File: src/sv/assert_macros.svh
// Assertion macros shared by the chunk packetizer RTL.
// Needs clk_i and rst_ni in the scope of the module that uses them.
`ifndef ASSERT_MACROS_SVH
`define ASSERT_MACROS_SVH

// Clocked assertion, off while reset is asserted.
`define RCP_ASSERT(label, prop, msg) \
  label: assert property (@(posedge clk_i) disable iff (!rst_ni) (prop)) else $error(msg);

// Clocked assertion that is also checked during reset.
`define RCP_ASSERT_ALWAYS(label, prop, msg) \
  label: assert property (@(posedge clk_i) (prop)) else $error(msg);

`endif

File: src/sv/rcp_pkg.sv
// Package for the chunk packetizer: payload structs, queue command type, constants.
// No dependencies.
package rcp_pkg;

  localparam int unsigned QUEUE_DEPTH = 4;

  localparam logic [15:0] MAX_PAYLOAD_RST = 16'd128;
  localparam logic [16:0] CH_MIN         = 17'd2;
  localparam logic [16:0] CH_MAX         = 17'd65599;
  localparam logic [16:0] CH_ONE_LIMIT   = 17'd64;
  localparam logic [16:0] CH_TWO_LIMIT   = 17'd320;
  localparam logic [16:0] CH_OFFSET      = 17'd64;
  localparam logic [7:0]  FMT0_BITS      = 8'h00;
  localparam logic [7:0]  FMT3_BITS      = 8'hc0;
  localparam logic [7:0]  FMT_MASK       = 8'hc0;
  localparam logic [7:0]  THREE_BYTE_TAG = 8'h01;
  localparam logic [7:0]  CH_LOW_MASK    = 8'h3f;
  localparam logic [3:0]  HDR0_BYTES     = 4'd11;

  typedef struct packed {
    logic [7:0]  payload_byte;
    logic [23:0] message_length;
    logic [16:0] channel_id;
    logic [23:0] time_stamp;
    logic [7:0]  message_type;
    logic [31:0] stream_number;
  } rcp_in_t;

  typedef struct packed {
    logic [7:0] out_byte;
    logic       chunk_end;
    logic       last;
  } rcp_out_t;

  typedef enum logic [1:0] {
    HDR_NONE,
    HDR_TYPE0,
    HDR_TYPE3
  } rcp_hdr_e;

  // One accepted payload byte with everything needed to put it on the wire.
  typedef struct packed {
    rcp_hdr_e        hdr;
    logic [1:0]      basic_len;
    logic [2:0][7:0] basic;
    logic [23:0]     time_stamp;
    logic [23:0]     message_length;
    logic [7:0]      message_type;
    logic [31:0]     stream_number;
    logic [7:0]      payload_byte;
    logic            chunk_end;
  } rcp_cmd_t;

  // Queue write side.
  typedef struct packed {
    logic     push;
    rcp_cmd_t cmd;
  } rcp_push_t;

  // Queue read side as seen by the serializer.
  typedef struct packed {
    logic     valid;
    rcp_cmd_t cmd;
  } rcp_head_t;

endpackage

File: src/sv/rcp_queue.sv
// Small command queue between front and back of the chunk packetizer.
// Depends on rcp_pkg and assert_macros.svh.
`include "assert_macros.svh"

module rcp_queue import rcp_pkg::*; #(
  parameter int unsigned Depth = QUEUE_DEPTH
) (
  input  logic      clk_i,
  input  logic      rst_ni,
  input  rcp_push_t wr_i,
  output logic      full_o,
  output rcp_head_t head_o,
  input  logic      pop_i
);

  localparam int unsigned PtrW = (Depth > 1) ? $clog2(Depth) : 1;
  localparam int unsigned CntW = $clog2(Depth + 1);

  rcp_cmd_t        mem_q [Depth];
  logic [PtrW-1:0] wr_ptr_q, wr_ptr_d;
  logic [PtrW-1:0] rd_ptr_q, rd_ptr_d;
  logic [CntW-1:0] count_q, count_d;
  logic            do_push, do_pop;

  assign full_o       = (count_q == CntW'(Depth));
  assign head_o.valid = (count_q != '0);
  assign head_o.cmd   = mem_q[rd_ptr_q];

  assign do_push = wr_i.push && !full_o;
  assign do_pop  = pop_i && head_o.valid;

  always_comb begin
    wr_ptr_d = wr_ptr_q;
    rd_ptr_d = rd_ptr_q;
    count_d  = count_q;
    if (do_push) begin
      wr_ptr_d = (wr_ptr_q == PtrW'(Depth - 1)) ? '0 : wr_ptr_q + 1'b1;
    end
    if (do_pop) begin
      rd_ptr_d = (rd_ptr_q == PtrW'(Depth - 1)) ? '0 : rd_ptr_q + 1'b1;
    end
    if (do_push && !do_pop) begin
      count_d = count_q + 1'b1;
    end else if (do_pop && !do_push) begin
      count_d = count_q - 1'b1;
    end
  end

  always_ff @(posedge clk_i or negedge rst_ni) begin
    if (!rst_ni) begin
      wr_ptr_q <= '0;
      rd_ptr_q <= '0;
      count_q  <= '0;
    end else begin
      wr_ptr_q <= wr_ptr_d;
      rd_ptr_q <= rd_ptr_d;
      count_q  <= count_d;
    end
  end

  always_ff @(posedge clk_i) begin
    if (do_push) begin
      mem_q[wr_ptr_q] <= wr_i.cmd;
    end
  end

  `RCP_ASSERT_ALWAYS(a_count_bound, count_q <= CntW'(Depth), "queue count above depth")
  `RCP_ASSERT(a_no_push_full, full_o |-> !do_push, "queue written while full")

endmodule

File: src/sv/rcp_front.sv
// Front end of the chunk packetizer: tracks message and chunk position, builds
// one command per payload byte. Depends on rcp_pkg and assert_macros.svh.
`include "assert_macros.svh"

module rcp_front import rcp_pkg::*; (
  input  logic        clk_i,
  input  logic        rst_ni,
  input  logic        in_valid_i,
  output logic        in_stall_o,
  input  rcp_in_t     in_data_i,
  input  logic [15:0] max_payload_i,
  input  logic        queue_full_i,
  output rcp_push_t   wr_o
);

  logic [23:0] msg_left_q, msg_left_d;
  logic [15:0] chunk_pos_q, chunk_pos_d;
  logic [16:0] held_ch_q, held_ch_d;

  logic        accept, first, drop;
  logic [16:0] ch_clamp, ch_cur, ch_off;
  logic [23:0] left_cur, left_nxt;
  logic [15:0] pos_cur, pos_nxt, size_eff;
  logic        end_chunk;
  logic [7:0]  fmt;
  logic        held_ok, msg_done, pos_idle;

  assign in_stall_o = queue_full_i;
  assign accept     = in_valid_i && !queue_full_i;
  assign first      = (msg_left_q == '0);
  assign drop       = first && (in_data_i.message_length == '0);

  always_comb begin
    if (in_data_i.channel_id < CH_MIN) begin
      ch_clamp = CH_MIN;
    end else if (in_data_i.channel_id > CH_MAX) begin
      ch_clamp = CH_MAX;
    end else begin
      ch_clamp = in_data_i.channel_id;
    end
  end

  assign ch_cur    = first ? ch_clamp : held_ch_q;
  assign left_cur  = first ? in_data_i.message_length : msg_left_q;
  assign pos_cur   = first ? '0 : chunk_pos_q;
  assign pos_nxt   = pos_cur + 16'd1;
  assign left_nxt  = left_cur - 24'd1;
  assign size_eff  = (max_payload_i == '0) ? 16'd1 : max_payload_i;
  assign end_chunk = (pos_nxt >= size_eff) || (left_nxt == '0);
  assign ch_off    = ch_cur - CH_OFFSET;
  assign fmt       = first ? FMT0_BITS : FMT3_BITS;

  // Command build
  always_comb begin
    wr_o.push               = accept && !drop;
    wr_o.cmd.hdr            = first ? HDR_TYPE0 : ((chunk_pos_q == '0) ? HDR_TYPE3 : HDR_NONE);
    wr_o.cmd.time_stamp     = in_data_i.time_stamp;
    wr_o.cmd.message_length = in_data_i.message_length;
    wr_o.cmd.message_type   = in_data_i.message_type;
    wr_o.cmd.stream_number  = in_data_i.stream_number;
    wr_o.cmd.payload_byte   = in_data_i.payload_byte;
    wr_o.cmd.chunk_end      = end_chunk;
    wr_o.cmd.basic          = '0;
    if (ch_cur < CH_ONE_LIMIT) begin
      wr_o.cmd.basic_len = 2'd1;
      wr_o.cmd.basic[0]  = fmt | (ch_cur[7:0] & CH_LOW_MASK);
    end else if (ch_cur < CH_TWO_LIMIT) begin
      wr_o.cmd.basic_len = 2'd2;
      wr_o.cmd.basic[0]  = fmt & FMT_MASK;
      wr_o.cmd.basic[1]  = ch_off[7:0];
    end else begin
      wr_o.cmd.basic_len = 2'd3;
      wr_o.cmd.basic[0]  = (fmt & FMT_MASK) | THREE_BYTE_TAG;
      wr_o.cmd.basic[1]  = ch_off[7:0];
      wr_o.cmd.basic[2]  = ch_off[15:8];
    end
    if (wr_o.cmd.hdr == HDR_NONE) begin
      wr_o.cmd.basic_len = 2'd0;
    end
  end

  always_comb begin
    msg_left_d  = msg_left_q;
    chunk_pos_d = chunk_pos_q;
    held_ch_d   = held_ch_q;
    if (accept && !drop) begin
      msg_left_d  = left_nxt;
      chunk_pos_d = end_chunk ? '0 : pos_nxt;
      held_ch_d   = ch_cur;
    end
  end

  always_ff @(posedge clk_i or negedge rst_ni) begin
    if (!rst_ni) begin
      msg_left_q  <= '0;
      chunk_pos_q <= '0;
      held_ch_q   <= '0;
    end else begin
      msg_left_q  <= msg_left_d;
      chunk_pos_q <= chunk_pos_d;
      held_ch_q   <= held_ch_d;
    end
  end

  assign held_ok  = (held_ch_q >= CH_MIN) && (held_ch_q <= CH_MAX);
  assign msg_done = wr_o.push && (left_nxt == '0);
  assign pos_idle = (msg_left_q == '0) && (chunk_pos_q == '0);

  `RCP_ASSERT(a_held_ch_range, (msg_left_q != '0) |-> held_ok, "held channel out of range")
  `RCP_ASSERT(a_msg_end_pos, msg_done |=> pos_idle, "message end did not clear position")

endmodule

File: src/sv/rcp_back.sv
// Back end of the chunk packetizer: serializes one command into header and
// payload bytes through a registered output. Depends on rcp_pkg and assert_macros.svh.
`include "assert_macros.svh"

module rcp_back import rcp_pkg::*; (
  input  logic      clk_i,
  input  logic      rst_ni,
  input  rcp_head_t head_i,
  output logic      pop_o,
  output logic      out_valid_o,
  input  logic      out_stall_i,
  output rcp_out_t  out_data_o
);

  logic [3:0] idx_q, idx_d;
  logic       out_valid_q, out_valid_d;
  rcp_out_t   out_data_q, out_data_d;

  logic       emit, in_basic, in_hdr0, is_last;
  logic [3:0] nb, hidx, pay_idx;
  logic [7:0] hdr_byte, byte_sel;

  assign nb       = {2'b00, head_i.cmd.basic_len};
  assign hidx     = idx_q - nb;
  assign in_basic = (idx_q < nb);
  assign in_hdr0  = (head_i.cmd.hdr == HDR_TYPE0) && (hidx < HDR0_BYTES);
  assign pay_idx  = nb + ((head_i.cmd.hdr == HDR_TYPE0) ? HDR0_BYTES : 4'd0);
  assign is_last  = (idx_q == pay_idx);

  // Output register free or draining this cycle.
  assign emit  = head_i.valid && (!out_valid_q || !out_stall_i);
  assign pop_o = emit && is_last;

  always_comb begin
    case (hidx)
      4'd0:    hdr_byte = head_i.cmd.time_stamp[23:16];
      4'd1:    hdr_byte = head_i.cmd.time_stamp[15:8];
      4'd2:    hdr_byte = head_i.cmd.time_stamp[7:0];
      4'd3:    hdr_byte = head_i.cmd.message_length[23:16];
      4'd4:    hdr_byte = head_i.cmd.message_length[15:8];
      4'd5:    hdr_byte = head_i.cmd.message_length[7:0];
      4'd6:    hdr_byte = head_i.cmd.message_type;
      4'd7:    hdr_byte = head_i.cmd.stream_number[31:24];
      4'd8:    hdr_byte = head_i.cmd.stream_number[23:16];
      4'd9:    hdr_byte = head_i.cmd.stream_number[15:8];
      4'd10:   hdr_byte = head_i.cmd.stream_number[7:0];
      default: hdr_byte = head_i.cmd.payload_byte;
    endcase
  end

  always_comb begin
    if (in_basic) begin
      byte_sel = head_i.cmd.basic[idx_q[1:0]];
    end else if (in_hdr0) begin
      byte_sel = hdr_byte;
    end else begin
      byte_sel = head_i.cmd.payload_byte;
    end
  end

  always_comb begin
    idx_d       = idx_q;
    out_valid_d = out_valid_q;
    out_data_d  = out_data_q;
    if (emit) begin
      idx_d                = is_last ? '0 : idx_q + 4'd1;
      out_valid_d          = 1'b1;
      out_data_d.out_byte  = byte_sel;
      out_data_d.chunk_end = is_last && head_i.cmd.chunk_end;
      out_data_d.last      = is_last;
    end else if (!out_stall_i) begin
      out_valid_d = 1'b0;
    end
  end

  always_ff @(posedge clk_i or negedge rst_ni) begin
    if (!rst_ni) begin
      idx_q       <= '0;
      out_valid_q <= 1'b0;
    end else begin
      idx_q       <= idx_d;
      out_valid_q <= out_valid_d;
    end
  end

  always_ff @(posedge clk_i) begin
    out_data_q <= out_data_d;
  end

  assign out_valid_o = out_valid_q;
  assign out_data_o  = out_data_q;

  `RCP_ASSERT(a_pop_marks_last, pop_o |=> (out_valid_q && out_data_q.last), "pop without last byte")
  `RCP_ASSERT(a_idx_has_head, (idx_q != '0) |-> head_i.valid, "mid-command with empty queue")

endmodule

File: src/sv/rtmp_chunk_packetizer.sv
// Accepted requests go into the queue, then out through the output register.
// Throughput: one input request per cycle for plain payload bytes unless the queue is full
//   or the output stalls; a message's first byte emits 13..15 bytes and a chunk's first byte
//   2..4 bytes, one per cycle, set by the single byte serializer on the output register.
// Reset (rst_ni low, async): no message open, queue empty, output invalid,
//   chunk size 128.
`include "assert_macros.svh"

module rtmp_chunk_packetizer import rcp_pkg::*; #(
  parameter int unsigned QueueDepth = QUEUE_DEPTH
) (
  input  logic        clk_i,
  input  logic        rst_ni,
  // Configuration: chunk size register
  input  logic        cfg_we_i,
  input  logic [15:0] cfg_wdata_i,
  // Payload byte requests
  input  logic        in_valid_i,
  output logic        in_stall_o,
  input  rcp_in_t     in_data_i,
  // Wire byte stream
  output logic        out_valid_o,
  input  logic        out_stall_i,
  output rcp_out_t    out_data_o
);

  // Chunk size register; zero acts as one, handled in the front end.
  logic [15:0] max_payload_q, max_payload_d;

  rcp_push_t   wr;
  rcp_head_t   head;
  logic        queue_full;
  logic        pop;

  assign max_payload_d = cfg_we_i ? cfg_wdata_i : max_payload_q;

  always_ff @(posedge clk_i or negedge rst_ni) begin
    if (!rst_ni) begin
      max_payload_q <= MAX_PAYLOAD_RST;
    end else begin
      max_payload_q <= max_payload_d;
    end
  end

  // Front: message/chunk tracking, one command per payload byte. Zero-length
  // first bytes are swallowed here and never reach the queue.
  rcp_front u_front (
    .clk_i         (clk_i),
    .rst_ni        (rst_ni),
    .in_valid_i    (in_valid_i),
    .in_stall_o    (in_stall_o),
    .in_data_i     (in_data_i),
    .max_payload_i (max_payload_q),
    .queue_full_i  (queue_full),
    .wr_o          (wr)
  );

  // Decouples header bursts on the output from the input side.
  rcp_queue #(
    .Depth (QueueDepth)
  ) u_queue (
    .clk_i  (clk_i),
    .rst_ni (rst_ni),
    .wr_i   (wr),
    .full_o (queue_full),
    .head_o (head),
    .pop_i  (pop)
  );

  // Back: walks basic header, type-0 header and payload byte of each command.
  rcp_back u_back (
    .clk_i       (clk_i),
    .rst_ni      (rst_ni),
    .head_i      (head),
    .pop_o       (pop),
    .out_valid_o (out_valid_o),
    .out_stall_i (out_stall_i),
    .out_data_o  (out_data_o)
  );

  // Every request that enters the queue must eventually leave through the back
  // end; a pop can only happen on a byte that went out.
  `RCP_ASSERT(a_pop_needs_head, pop |-> head.valid, "pop from empty queue")
  `RCP_ASSERT(a_stall_when_full, queue_full |-> in_stall_o, "input taken while queue full")

endmodule
File: config.mk
export PLATFORM = sky130hd
export DESIGN_NAME = rtmp_chunk_packetizer
export DESIGN_NICKNAME = d
export VERILOG_FILES = /design/src/sv/rcp_pkg.sv /design/src/sv/rcp_queue.sv /design/src/sv/rcp_front.sv /design/src/sv/rcp_back.sv /design/src/sv/rtmp_chunk_packetizer.sv
export VERILOG_INCLUDE_DIRS = /design/src /design/src/sv
export SDC_FILE = /design/constraint.sdc
export NUM_CORES = 1
export LEC_CHECK = 0
export BUFFER_PORTS_ARGS = -buffer_cell sky130_fd_sc_hd__buf_2
export CORE_UTILIZATION = 45
export DETAILED_ROUTE_END_ITERATION = 8
export MAX_ROUTING_LAYER = met4
export REMOVE_ABC_BUFFERS = 1
export SYNTH_ARGS = -nofsm -noshare
export SYNTH_HDL_FRONTEND = slang
export SYNTH_SLANG_ARGS = --single-unit
File: constraint.sdc
create_clock -name clk_i -period 9.99 [get_ports clk_i]
set_input_delay 0.4995 -clock clk_i [delete_from_list [all_inputs] [get_ports clk_i]]
set_output_delay 0.4995 -clock clk_i [all_outputs]
set_load 0.05 [all_outputs]
Word-level counts from Yosys, hierarchy flattened
Memory sizes are Yosys's and may differ from the RTL's.
Index checks and enable logic that the tools add are counted.

word-level totals
  register bits = 95
  RAM bits = 500
  bits of input ports = 134
  output and inout port bits = 12
  logic and storage cells = 108
  memories kept = 1

memory list
  memory         depth  width  rd ports  clocked after Yosys merged registers in  wr ports  RTL line         text
  u_queue.mem_q  4      125    1         0                                        1         rcp_queue.sv:19  rcp_cmd_t mem_q [Depth];

operators by class
  add/subtract/negate cells = 10
  $lt $le $gt $ge = 8
  eq/ne operators = 16
  mux-type cells = 32
  bitwise operators = 1
  reductions and logical operators = 28

operators with widths
  kind                                                  count
  case mux 8 bit (11 select lines)                      1
  logical NOT 24 bit                                    3
  2-to-1 mux 16 bit                                     4
  2-to-1 mux 17 bit                                     3
  2-to-1 mux 8 bit                                      6
  logical NOT 16 bit                                    2
  2-to-1 mux 24 bit                                     1
  subtractor 24 x 1 -> 24 bit (second input constant)   1
  > comparator 17 bit (second input constant)           1
  < comparator 17 x 2 -> 1 bit (second input constant)  1
  < comparator 17 x 7 -> 1 bit (second input constant)  1
  < comparator 17 x 9 -> 1 bit (second input constant)  1
  adder 16 x 1 -> 16 bit (second input constant)        1
  binary-select mux 8 bit (select 2 bit)                1
  equality test 4 x 3 -> 1 bit (second input constant)  4
  greater-or-equal comparator 16 bit                    1
  subtractor 16 x 7 -> 16 bit (second input constant)   1
  equality test 4 bit (second input constant)           3
  2-to-1 mux 2 bit                                      6
  logical AND 1 bit                                     11
  equality test 4 x 2 -> 1 bit (second input constant)  2
  2-to-1 mux 4 bit                                      2
  bitwise OR 8 x 6 -> 8 bit                             1
  logical NOT 1 bit                                     6
  other kinds (22)                                      31

Longest topological paths before layout
Gate-level depths: netlist (run 1).
An unclocked memory read counts as a cell.

  word-level depth = 10
  mapped depth = 25
  gate-level depth less buffers = 18

Hierarchy
A second synthesis (run 1) with hierarchy kept.

unflattened totals
  cells, all modules = 1758
  area total of the unflattened synthesis = 26988.4 µm²

by module, submodules not included
  module                 instances  cells each  area an instance (µm²)  seq. area each (µm²)
  rcp_queue              1          690         18425.2                 15189.6
  rcp_front              1          761         5728.0                  1426.4
  rcp_back               1          273         2184.6                  425.4
  rtmp_chunk_packetizer  1          34          650.6                   401.6

Worst setup path before layout (run 1)
No wires, ideal clock.

  kind = register to register
  start point = register u_queue.rd_ptr_q[0]
  end point = register u_queue.count_q[1]
  setup time = 125 ps
  data arrival time = 5303 ps
  data required time = 9865 ps
  setup slack = 4562 ps
  stages on the path, launching flop included = 16
  path buffers = 4
  period minus slack after synthesis = 5428 ps
  path through = dfrtp_1 clkbuf_1 clkbuf_1 buf_1 clkbuf_1 mux4_2 ha_1 inv_1 fa_1 xnor2_1 nor4_1 nand2_1 ha_1 inv_1 fa_1 mux2_2

between the ends
  cells in the longest elaborated chain, start to end = 10
  elaborated cells between the ends (all ways) = 12
  classes of those cells = add/sub: 1; eq/ne: 2; mux: 2; reduce/logical: 6; memory: 1

RTL lines
  what                          RTL line         text
  from (decl)                   rcp_queue.sv:21  logic [PtrW-1:0] rd_ptr_q, rd_ptr_d;
  from (signal assigned)        rcp_queue.sv:56  rd_ptr_q <= rd_ptr_d;
  memory (4 x 125 bit) (*)      n/a
  equality test 2 x 1 -> 1 bit  rcp_back.sv:27   assign pay_idx = nb + ((head_i.cmd.hdr == HDR_TYPE0) ? HDR0_BYTES : 4'd0);
  2-to-1 mux 4 bit              rcp_back.sv:27
  adder 2 x 4 -> 4 bit (*)      rcp_back.sv:27
  equality test 4 bit (*)       rcp_back.sv:28   assign is_last = (idx_q == pay_idx);
  named net u_back.is_last      rcp_back.sv:19   logic emit, in_basic, in_hdr0, is_last;
  logical AND 1 bit (*)         rcp_back.sv:32   assign pop_o = emit && is_last;
  logical AND 1 bit (*)         rcp_queue.sv:30  assign do_pop = pop_i && head_o.valid;
  logical NOT 1 bit (*)         rcp_queue.sv:42  if (do_push && !do_pop) begin
  logical AND 1 bit (*)         rcp_queue.sv:42
  2-to-1 mux 3 bit (*)          rcp_queue.sv:42
  named net u_queue.count_d[1]  rcp_queue.sv:22  logic [CntW-1:0] count_q, count_d;
  to (signal assigned)          rcp_queue.sv:57  count_q <= count_d;
  to (decl)                     rcp_queue.sv:22

Mark *: on every way through the listed nets, which the timed path passes. The rest lies on a longest branch.
A chain may end at the register's enable or synchronous reset.

Final worst setup path (run 1)
  start point = register u_front.msg_left_q[9]
  end point = register u_front.chunk_pos_q[5]

between the ends
  cells in the longest elaborated chain, start to end = 6
  elaborated cells between the ends (all ways) = 12
  classes of those cells = add/sub: 2; order compare: 1; mux: 3; reduce/logical: 6

RTL lines
  what                                                                      RTL line                          text
  from (decl)                                                               rcp_front.sv:16                   logic [23:0] msg_left_q, msg_left_d;
  from (signal assigned)                                                    rcp_front.sv:99                   msg_left_q <= msg_left_d;
  logical NOT 24 bit                                                        rcp_front.sv:30                   assign first = (msg_left_q == '0);
  2-to-1 mux 16 bit or 2-to-1 mux 24 bit (tied branches)                    rcp_front.sv:45, rcp_front.sv:44
  adder 16 x 1 -> 16 bit or subtractor 24 x 1 -> 24 bit (tied branches)     rcp_front.sv:46, rcp_front.sv:47
  greater-or-equal comparator 16 bit or logical NOT 24 bit (tied branches)  rcp_front.sv:49                   assign end_chunk = (pos_nxt >= size_eff) || (left_nxt == '0);
  logical OR 1 bit                                                          rcp_front.sv:49
  2-to-1 mux 16 bit                                                         rcp_front.sv:88                   chunk_pos_d = end_chunk ? '0 : pos_nxt;
  to (signal assigned)                                                      rcp_front.sv:100                  chunk_pos_q <= chunk_pos_d;
  to (decl)                                                                 rcp_front.sv:17                   logic [15:0] chunk_pos_q, chunk_pos_d;

Several ways; a longest one is shown, not always the timed one.

==> out/qor.yml, run 1 <==
areaGrowthSynthToFinish_pct: 14.1
fin_skew_ps: 46.8
yosys-top-cells-area: "edfxtp_1 (60%), mux4_2 (11%), dfrtp_1 (8.3%), nand2_1 (2.2%), ha_1 (1.5%)"
grt_pass1_vias: 15000
drt_iter0_drc: 1501
synthCells: 1635
swShare: 0.348
ys_types: 66
synth_top_area_share: 0.598
finalInstanceArea_um2: 29000
gp_congestion: 0.883
synth_area_um2: 25400
synth_warnings: 0
synth_edf_count: 506
hpwl_um: 38100
sequentialPowerShare: 0.413
ys_seq_area_frac: 0.682
rsz0062_at_grt: "false"
power.share.clock: 0.250
critical_path_peak_fanout: 29
power.internal_w: 0.00577
grt_start_max_net_pins: 101
ctsResizeCount: 0
pwr-share-comb: 0.337
numCtsBuffers: 61
p_leak_nw: 9.98
irDropWorstVdd_v: 0.000227
async_flop_share: 0.144
cts_sinks: 591
power_switching_w: 0.00307
synth_seq_cells: 591
yosys_most_used_dff: "edfxtp_1"
wirelength_um: 60600
start_util: 0.459
hold_violations: 0
synth_most_common_cell: "edfxtp_1"
wl_per_cell_um: 23.3
power_density_nw_per_um2: 305
gr-usage-all-layers: 0.222
startpoint_type: "flip-flop"
routed_via_density: 5.82
cts_tree: "built"
hold_class: "in2reg"
num_rows: 86
worst_pin_slew_ps: 1110
yosys.area.top_type: "edfxtp_1"
avgSynthCellArea_um2: 15.5
min_period_ps: 6150
grt_pass1_wl_um: 92600
fin_util: 0.524
die_w_um: 240
slew-limit-headroom: 0.257
io_pins: 146
r2r_cells: 19
final_cells: 2600
drv_slew: 0
setup_tns_ps: 0
fin_crit_sh: 0.616
crit_arrival_ps: 6690
required_ps: 10520
drive_gt1_frac: 0.223
p_total_w: 0.00884
critPathKind: "reg2reg"
fmax_ghz: 0.162
endpoint_kind: "flip-flop"
num_vias: 15100
worst_hold_path.num_cells: 1
place_area_um2: 27000
status: "finished clean"
htree_levels: 2
die_area_um2: 57400
die_h_um: 240
insertion_delay_ps: 650
ant_nets: 0
finalSetupViolations: 0
place_inst: 2478
drtPass1Iterations: 5
core_um2: 55400
drc: 0
cts.path.max_buffers: 3
synth_common_cells: "edfxtp_1 (506), nand2_1 (149), mux4_2 (122)"
io_buffer_count: 145
grt-ovfl-total: 0
cts-root-buf: "clkbuf_16"
cap_viol_max_count: 0
clk_pin_slew_ps: 60
layout.nets: 1961
grt_antenna_before_repair: 5
## sequential cells by signal, indices dropped and copies added (netlist names), 3 cells and up
signal and count:
u_front.msg_left_q 24, u_queue.count_q 3, u_front.chunk_pos_q 16, u_back.idx_q 4, max_payload_q 16, u_front.held_ch_q 17, u_queue.mem_q 496, u_back.out_data_o 10
## power groups by stage
stage	clock network, W	logic [W]	registers (W)
3_3_place_gp	0	0.00299	0.00368
5_1_grt	0.00236	0.00325	0.00371
4_1_cts	0.00225	0.00302	0.00366
3_5_place_dp	0	0.00301	0.00370
6_report	0.00221	0.00298	0.00365
2_1_floorplan	0	0.00194	0.00387
## worst paths after layout
path,start,end,slack [ps]
max,u_front.msg_left_q[9],u_front.chunk_pos_q[5],3840
min in group asynchronous,rst_ni,max_payload_q[11],330
min reg2reg,u_front.held_ch_q[0],u_front.held_ch_q[0],490
min,in_data_i[32],u_queue.mem_q[1][41],60
max in group asynchronous,rst_ni,u_queue.rd_ptr_q[0],8400
max reg2reg,u_front.msg_left_q[9],u_front.chunk_pos_q[5],3840
## final cells by class
type / count / area (µm²)
antenna: 7 / 17.5
clock buffer: 72 / 1590
clock inverter: 42 / 378
fill: 4547 / 26400
inverter: 46 / 173
multi-input combinational: 924 / 7660
sequential: 591 / 17300
tap: 748 / 936
timing repair buffer: 170 / 931
## repair_timing
action	in CTS	in global routing
endpoints found under the hold margin	27	0
hold buffers	1	0
setup buffers	0	0
## critical path: stages, from the launching register on
cell	delay [ps]
dfrtp_1	450
nor4_1	630
nand4_1	860
nor2_4	340
inv_1	400
buf_4	380
and2_1	220
ha_1	240
nor3b_1	210
nand4_1	160
xor2_1	160
nor2_1	70
ha_1	340
a21o_1	160
a21oi_1	140
nor2_1	50
a211oi_1	360
and2_1	560
nand2_1	110
o32ai_1	240
## routing by layer
metal  up-vias  wire, µm  track usage
met1      7805     27200        0.313
met5         -         0            -
met3        85      3570       0.0353
li1       6781         -            -
met2       452     28600        0.336
met4         0      1270       0.0624
## kinds of logic (layout without fill, tap and decap cells)
kind of cell / count (synthesis) / after routing / share of synthesized area
AND/OR/NAND/NOR: 437 / 437 / 0.0843
XOR/XNOR: 37 / 37 / 0.0128
adder cells (fa/ha/maj): 33 / 33 / 0.0171
AO/OA/AOI/OAI: 279 / 279 / 0.0709
multiplexers: 138 / 138 / 0.115
flip-flops: 591 / 591 / 0.682
other: 0 / 7 / 0
buffers and inverters: 120 / 330 / 0.0186
## stage by stage
stage                     hold slack (ps)  setup WS (ps)
final                                64.3           3840
after global routing                 44.0           3450
after CTS                            27.6           3940
after detailed placement              452           3950
after global placement                445           4200
after floorplan                       204           -771
## layout by cell type, fill, tap and decap left out, types with 9 or more instances in the layout
master / netlist / routed
and3_1: 9 / 9
nor4_1: 26 / 26
clkinv_2: 0 / 13
nand4_1: 14 / 14
nor2b_1: 21 / 21
nand2_1: 149 / 149
clkbuf_16: 0 / 61
a21o_1: 11 / 11
edfxtp_1: 506 / 506
o31ai_1: 24 / 24
nand2b_1: 15 / 15
a31oi_1: 10 / 10
o21ai_0: 69 / 69
nor3_1: 32 / 30
buf_4: 0 / 24
nor2_1: 83 / 83
a21boi_0: 11 / 11
ha_1: 30 / 30
buf_2: 0 / 144
o22ai_1: 17 / 17
clkbuf_1: 52 / 9
dfrtp_1: 84 / 82
or4_1: 10 / 10
xnor2_1: 17 / 17
or3_1: 11 / 11
mux2i_1: 9 / 9
a22oi_1: 22 / 22
and2_1: 14 / 10
nand3_1: 28 / 28
inv_1: 46 / 46
clkinv_1: 0 / 15
mux4_2: 122 / 122
xor2_1: 20 / 20
a21oi_1: 63 / 63
Note: power is estimated with default switching activity, not from simulation.
==> run 2, diff against run 1 <==
Clock period 9.99 ns to 5 ns, I/O delays scaled along.
==> run 2 against run 1 <==
Against the previous run: setup slack lost 3400 ps; combinational power grew 110%; flip-flop and latch count is the same; clock-buffer cell count grew 3; global-route usage grew 0.16 points; register-to-register slack lost 3400 ps; wire length grew 1.5%; first-iteration DRC count shrank 21%; non-clock buffer count grew 140; maximum frequency grew 34%; clock power grew 100%; sequential power grew 97%; highest routed layer unchanged.
==> out/qor.yml, run 2 (synthesis results as in run 1) <==
critPathKind: "reg2reg"
drive_gt1_frac: 0.213  # -0.0104
power_density_nw_per_um2: 588  # +93%
finalSetupViolations: 0  # unchanged
worstPathCellList: "or4_1, or3_1, nor2_4, inv_1, and2_1, ha_1, nor3b_1, nand4_1, xor2_1, nor2_1, ha_1, a21o_1, a21oi_1, nor2_1, a211oi_2, and2_4, buf_4, nand2_1, o31ai_1"
min_period_ps: 4580  # -1570 ps
core_um2: 55400  # unchanged
slew-limit-headroom: 0.330  # +0.0731
grt_antenna_before_repair: 3  # -2
hpwl_um: 38900  # +1.9%
cts_sinks: 591  # unchanged
num_vias: 15400  # +2.0%
drc: 0  # unchanged
fin_crit_sh: 0.916  # +0.300
largest_registers: "u_queue.mem_q (496), u_front.msg_left_q (24), u_front.held_ch_q (17)"
p_total_w: 0.0179  # +100%
numCtsBuffers: 60  # -1.6%
largest_register_ffs: 496  # unchanged
slowest_delay_ps: 640  # -220 ps
num_rows: 86  # unchanged
clk_pin_slew_ps: 70  # about the same
p_leak_nw: 10.6  # +5.9%
htree_levels: 2  # unchanged
fmax_ghz: 0.218  # +34%
cap_viol_max_count: 0  # unchanged
layout.nets: 2100  # +7.1%
critical_path_peak_fanout: 9  # -69%
irDropWorstVdd_v: 0.000394  # +73%
hold_violations: 0  # unchanged
status: "finished clean"
fin_hold_ws_ps: 40.6  # -23.7 ps
die_area_um2: 57400  # unchanged
slowest_stage: "or4_1"
gp_congestion: 0.872  # -1.3%
wirelength_um: 61600  # +1.5%
power.share.clock: 0.247  # -0.003
top_register: "u_queue.mem_q"
final_cell_mix: "edfxtp_1 (506), nand2_1 (149), buf_2 (144)"
ant_nets: 0  # unchanged
final_common_cell: "edfxtp_1"
fill_cells: 4520  # -0.59%
gr-usage-all-layers: 0.224  # +0.00165
start_util: 0.459  # unchanged
cts-root-buf: "clkbuf_16"
die_w_um: 240  # unchanged
areaGrowthSynthToFinish_pct: 19.5
power_switching_w: 0.00607  # +97%
place_area_um2: 27200  # +0.74%
cts_tree: "built"
rsz0062_at_grt: "false"
grt_pass1_vias: 15400  # +2.1%
final_cells: 2734  # +5.2%
worst_pin_slew_ps: 996  # -119 ps
die_h_um: 240  # unchanged
io_pins: 146  # unchanged
drt_iter0_drc: 1186  # -21%
hold_class: "in2reg"
grt_start_max_net_pins: 92  # -8.9%
grt_pass1_wl_um: 93200  # +0.65%
startpoint_type: "flip-flop"
required_ps: 5500  # -5020 ps
drtPass1Iterations: 5  # unchanged
finalInstanceArea_um2: 30400  # +4.7%
pwr-share-comb: 0.351  # +0.014
drv_slew: 0  # unchanged
cts.path.max_buffers: 3  # unchanged
fin_skew_ps: 18.4  # -28.3 ps
wl_per_cell_um: 22.5  # -3.5%
crit_arrival_ps: 5080  # -1610 ps
swShare: 0.340  # -0.00785
insertion_delay_ps: 610  # -40 ps
sequentialPowerShare: 0.402  # -0.011
place_inst: 2497  # +0.77%
io_buffer_count: 145  # unchanged
power.internal_w: 0.0118  # +100%
endpoint_kind: "flip-flop"
routed_via_density: 5.64  # -3.0%
grt-ovfl-total: 0  # unchanged
[run 2: changes by cell type in the layout (fill, tap and decap cells not counted), moves of 2 or more]
cell and delta:
clkinv_2 -6, diode_2 -3, dlygate4sd3_1 +121, bufinv_16 +3, buf_4 +14, clkinv_16 -2, buf_12 +5, clkinv_1 +2
clkbuf_8 -2, clkbuf_1 +5
[run 2: power by group through the flow]
| stage | combinational, W | sequential [W] | clock [W] |
|---|---|---|---|
| floorplan | 0.00388 | 0.00773 | 0 |
| global placement | 0.00623 | 0.00723 | 0 |
| detailed placement | 0.00626 | 0.00729 | 0 |
| CTS | 0.00637 | 0.00719 | 0.00452 |
| global route | 0.00680 | 0.00729 | 0.00470 |
| finish | 0.00626 | 0.00718 | 0.00441 |
[run 2: final timing paths]
kind	slack (ps)	from	end	cells past startpoint
min in group asynchronous	280	rst_ni	u_front.chunk_pos_q[11]	2
min reg2reg	480	u_front.held_ch_q[0]	u_front.held_ch_q[0]	2
max	420	u_front.msg_left_q[19]	u_front.chunk_pos_q[11]	19
min	40	in_data_i[76]	u_front.held_ch_q[12]	3
max in group asynchronous	3760	rst_ni	u_queue.rd_ptr_q[0]	3
max reg2reg	420	u_front.msg_left_q[19]	u_front.chunk_pos_q[11]	19
[run 2: critical path: cells and delay by family, from the launching register on]
kind | cells | cell delay [ps]
AOI/OAI and AO/OA | 4 | 760
and+or+nand+nor | 10 | 2250
adders and majority gates | 2 | 580
xor gates and xnor gates | 1 | 160
DFF | 1 | 430
buffers and inverters | 2 | 280
[run 2: metal layers]
layer / routed length (µm) / part of all wire / vias to the layer above / GRT usage
met1: 27400 / 0.44 / 7817 / 0.312
li1: - / - / 7043 / -
met2: 29300 / 0.48 / 470 / 0.345
met5: 0 / 0 / - / -
met3: 3440 / 0.056 / 100 / 0.0340
met4: 1440 / 0.023 / 0 / 0.0592
[run 2: what timing repair did]
| action | in CTS | in global routing |
|---|---|---|
| endpoints found under the setup margin | 0 | 14 |
| hold endpoints to repair | 454 | 0 |
| gates resized for setup | 0 | 3 |
| hold buffers | 122 | 0 |
| setup buffers | 0 | 0 |
[run 2: metrics by stage]
stage                util  worst slack, ps  setup TNS (ps)
finish              0.548              420               0
global placement    0.491              291               0
detailed placement  0.491              122               0
CTS                 0.548              104               0
global route        0.548             20.7               0
floorplan               -            -5760        -3104910
[run 2: area by class of cell]
| class | count | area [µm²] | share of cell area |
|---|---|---|---|
| diodes | 4 | 10.0 | 0.000329 |
| flip-flops and latches | 591 | 17300 | 0.570 |
| repair buffers | 310 | 2350 | 0.0773 |
| clock buffers | 75 | 1580 | 0.0520 |
| inverters | 46 | 173 | 0.00568 |
| multi-input cells | 924 | 7660 | 0.252 |
| clock inverters | 36 | 349 | 0.0115 |
| well taps | 748 | 936 | 0.0308 |
==> run 3, diff against run 2 <==
Settings changed: CTS_BUF_LIST set to sky130_fd_sc_hd__clkbuf_2 sky130_fd_sc_hd__clkbuf_4 sky130_fd_sc_hd__clkbuf_8.
==> run 3 against run 2 <==
Against the previous run: core utilization grew 0.54 points; cell area rose by 0.98%; cell count increased by 3.7%; global-route usage is 0.70 points higher; critical path depth decreased by 3; die area is the same; clock skew is 17 ps higher; register-to-register slack got worse by 30 ps; setup slack worse by 28 ps; sequential share of layout area decreased by 0.55 points; sequential power barely moved; flip-flop and latch count unchanged; largest power group unchanged; highest routed layer unchanged.
==> out/qor.yml, run 3 (synthesis results as in run 1) <==
hold_class: "in2reg"
critical_path.top_delay_family: "simple AND/OR/NAND/NOR gates"
rr_endpoint: "u_queue.mem_q[0][0]"
fin_crit_sh: 0.922  # +0.00569
min_period_ps: 4610  # +28.5 ps
num_vias: 15800  # +2.4%
power_density_nw_per_um2: 573  # -2.5%
ant_nets: 0  # unchanged
setup_tns_ps: 0  # unchanged
slowest_delay_ps: 650  # about the same
drive_gt1_frac: 0.234  # +0.0212
cts_setup_buffers: 0  # unchanged
numCtsBuffers: 96  # +60%
cts-root-buf: "clkbuf_8"
drc: 0  # unchanged
largest_registers: "u_queue.mem_q (496), u_front.msg_left_q (24), u_front.held_ch_q (17)"
fmax_ghz: 0.217  # -0.62%
p_total_w: 0.0176  # -1.6%
startpoint_type: "flip-flop"
grt-ovfl-total: 0  # unchanged
cp_num_buf_inv: 1  # -1
hold_violations: 0  # unchanged
wl_per_cell_um: 22.3  # -0.97%
multi_input_area_um2: 7660  # unchanged
p_leak_nw: 10.8  # +1.8%
areaGrowthSynthToFinish_pct: 20.7
cts.path.max_buffers: 3  # unchanged
final_cell_mix: "edfxtp_1 (506), dlygate4sd3_1 (158), nand2_1 (149)"
rsz0062_at_grt: "false"
worst_hold_path.num_cells: 2  # -1
gr-usage-all-layers: 0.231  # +0.00696
layout.nets: 2172  # +3.4%
htree_levels: 3  # +1
status: "finished clean"
num_rows: 86  # unchanged
die_area_um2: 57400  # unchanged
cap_viol_max_count: 0  # unchanged
crit_arrival_ps: 5010  # -70 ps
fin_skew_ps: 35.4  # +17.0 ps
clk_pin_slew_ps: 70  # about the same
drtPass1Iterations: 5  # unchanged
critPathKind: "reg2reg"
grt_antenna_before_repair: 3  # unchanged
worst_pin_slew_ps: 979  # -17.5 ps
die_w_um: 240  # unchanged
grt_pass1_wl_um: 95600  # +2.6%
grt_start_max_net_pins: 92  # unchanged
start_util: 0.459  # unchanged
final_common_cell: "edfxtp_1"
largest_register_ffs: 496  # unchanged
io_pins: 146  # unchanged
fin_hold_ws_ps: 86.1  # +45.5 ps
fill_cells: 4526  # +0.13%
reg2reg_from: "u_front.msg_left_q[19]"
cts_tree: "built"
grt_pass1_vias: 16000  # +4.2%
gp_congestion: 0.872  # unchanged
insertion_delay_ps: 700  # +90 ps
top_register: "u_queue.mem_q"
io_buffer_count: 145  # unchanged
wirelength_um: 63200  # +2.7%
slowest_stage: "or4_1"
drv_slew: 0  # unchanged
hpwl_um: 38900  # unchanged
critical_path_peak_fanout: 6  # -3
rrSetupSlack_ps: 390  # -30 ps
finalSetupViolations: 0  # unchanged
endpoint_kind: "flip-flop"
seqCellArea_um2: 17300  # unchanged
core_um2: 55400  # unchanged
cts_sinks: 591  # unchanged
critPathLaunch: "u_front.msg_left_q[19]"
worstPathCellList: "or4_1, or3_1, nor2_4, inv_1, and2_1, ha_1, nor3b_1, nand4_1, xor2_1, nor2_1, ha_1, a21o_1, a21oi_1, nor2_1, a211oi_2, or3b_2"
r2r_cells: 16  # -3
routed_via_density: 5.57  # -1.3%
die_h_um: 240  # unchanged
irDropWorstVdd_v: 0.000405  # +2.9%
slew-limit-headroom: 0.342  # +0.0118
required_ps: 5410  # -90 ps
crit_end: "u_queue.mem_q[0][0]"
drt_iter0_drc: 1210  # +2.0%
path_depth: 16  # -3
## run 3: changes by cell type in the layout (fill, tap and decap cells not counted), moves of 8 or more
cell | previous run | this run
clkbuf_1 | 14 | 0
clkbuf_8 | 0 | 102
dlygate4sd3_1 | 122 | 158
clkbuf_4 | 0 | 21
clkinv_1 | 17 | 31
clkbuf_16 | 61 | 0
clkinv_2 | 7 | 15
## run 3: per-stage QoR
step,util,std cells,area [µm²],setup slack (ps)
2_1_floorplan,-,1561,25100,-5760
3_3_place_gp,0.491,2497,27200,291
3_5_place_dp,0.491,2497,27200,122
4_1_cts,0.553,2832,30700,104
5_1_grt,0.554,2835,30700,29.1
6_report,0.554,2836,30700,391
## run 3: worst min-delay path by stage
stage / from / to / slack, ps
after CTS: in_data_i[78] / u_front.held_ch_q[14] / 10
final: cfg_we_i / max_payload_q[3] / 90
after detailed placement: rst_ni / max_payload_q[11] / 400
after global routing: cfg_we_i / max_payload_q[3] / 80
after floorplan: rst_ni / max_payload_q[0] / -50
after global placement: rst_ni / max_payload_q[11] / 390
## run 3: worst register-to-register path, cell delays in order (launching register included)
cell and delay, ps:
dfrtp_1 430, or4_1 650, or3_1 460, nor2_4 150
inv_1 100, and2_1 200, ha_1 260, nor3b_1 210
nand4_1 130, xor2_1 150, nor2_1 80, ha_1 320
a21o_1 150, a21oi_1 150, nor2_1 60, a211oi_2 290
or3b_2 540
## run 3: repair_timing
item	4_1_cts	5_1_grt
hold buffers	158	0
gates resized for setup	0	3
hold endpoints to repair	472	0
setup endpoints to repair	0	12
## run 3: power by group
group	leakage [nW]	internal, W	switching, W	total, W
sequential	5.69	0.00677	0.000416	0.00719
clock	0.988	0.00216	0.00192	0.00408
combinational	4.09	0.00246	0.00385	0.00631
## run 3: metal layers
layer / wire [µm] / track usage / vias to the layer above
li1: - / - / 7204
met1: 27900 / 0.312 / 7968
met2: 30200 / 0.354 / 514
met3: 3600 / 0.0409 / 107
met4: 1500 / 0.0800 / 0
met5: 0 / - / -
## run 3: cell type report
| class | instances | area share |
|---|---|---|
| Clock buffer | 123 | 0.0509 |
| Tap cell | 748 | 0.0305 |
| Antenna cell | 4 | 0.000326 |
| Sequential cell | 591 | 0.565 |
| Timing Repair Buffer | 346 | 0.0883 |
| Inverter | 46 | 0.00563 |
| Clock inverter | 54 | 0.00987 |
| Multi-Input combinational cell | 924 | 0.250 |
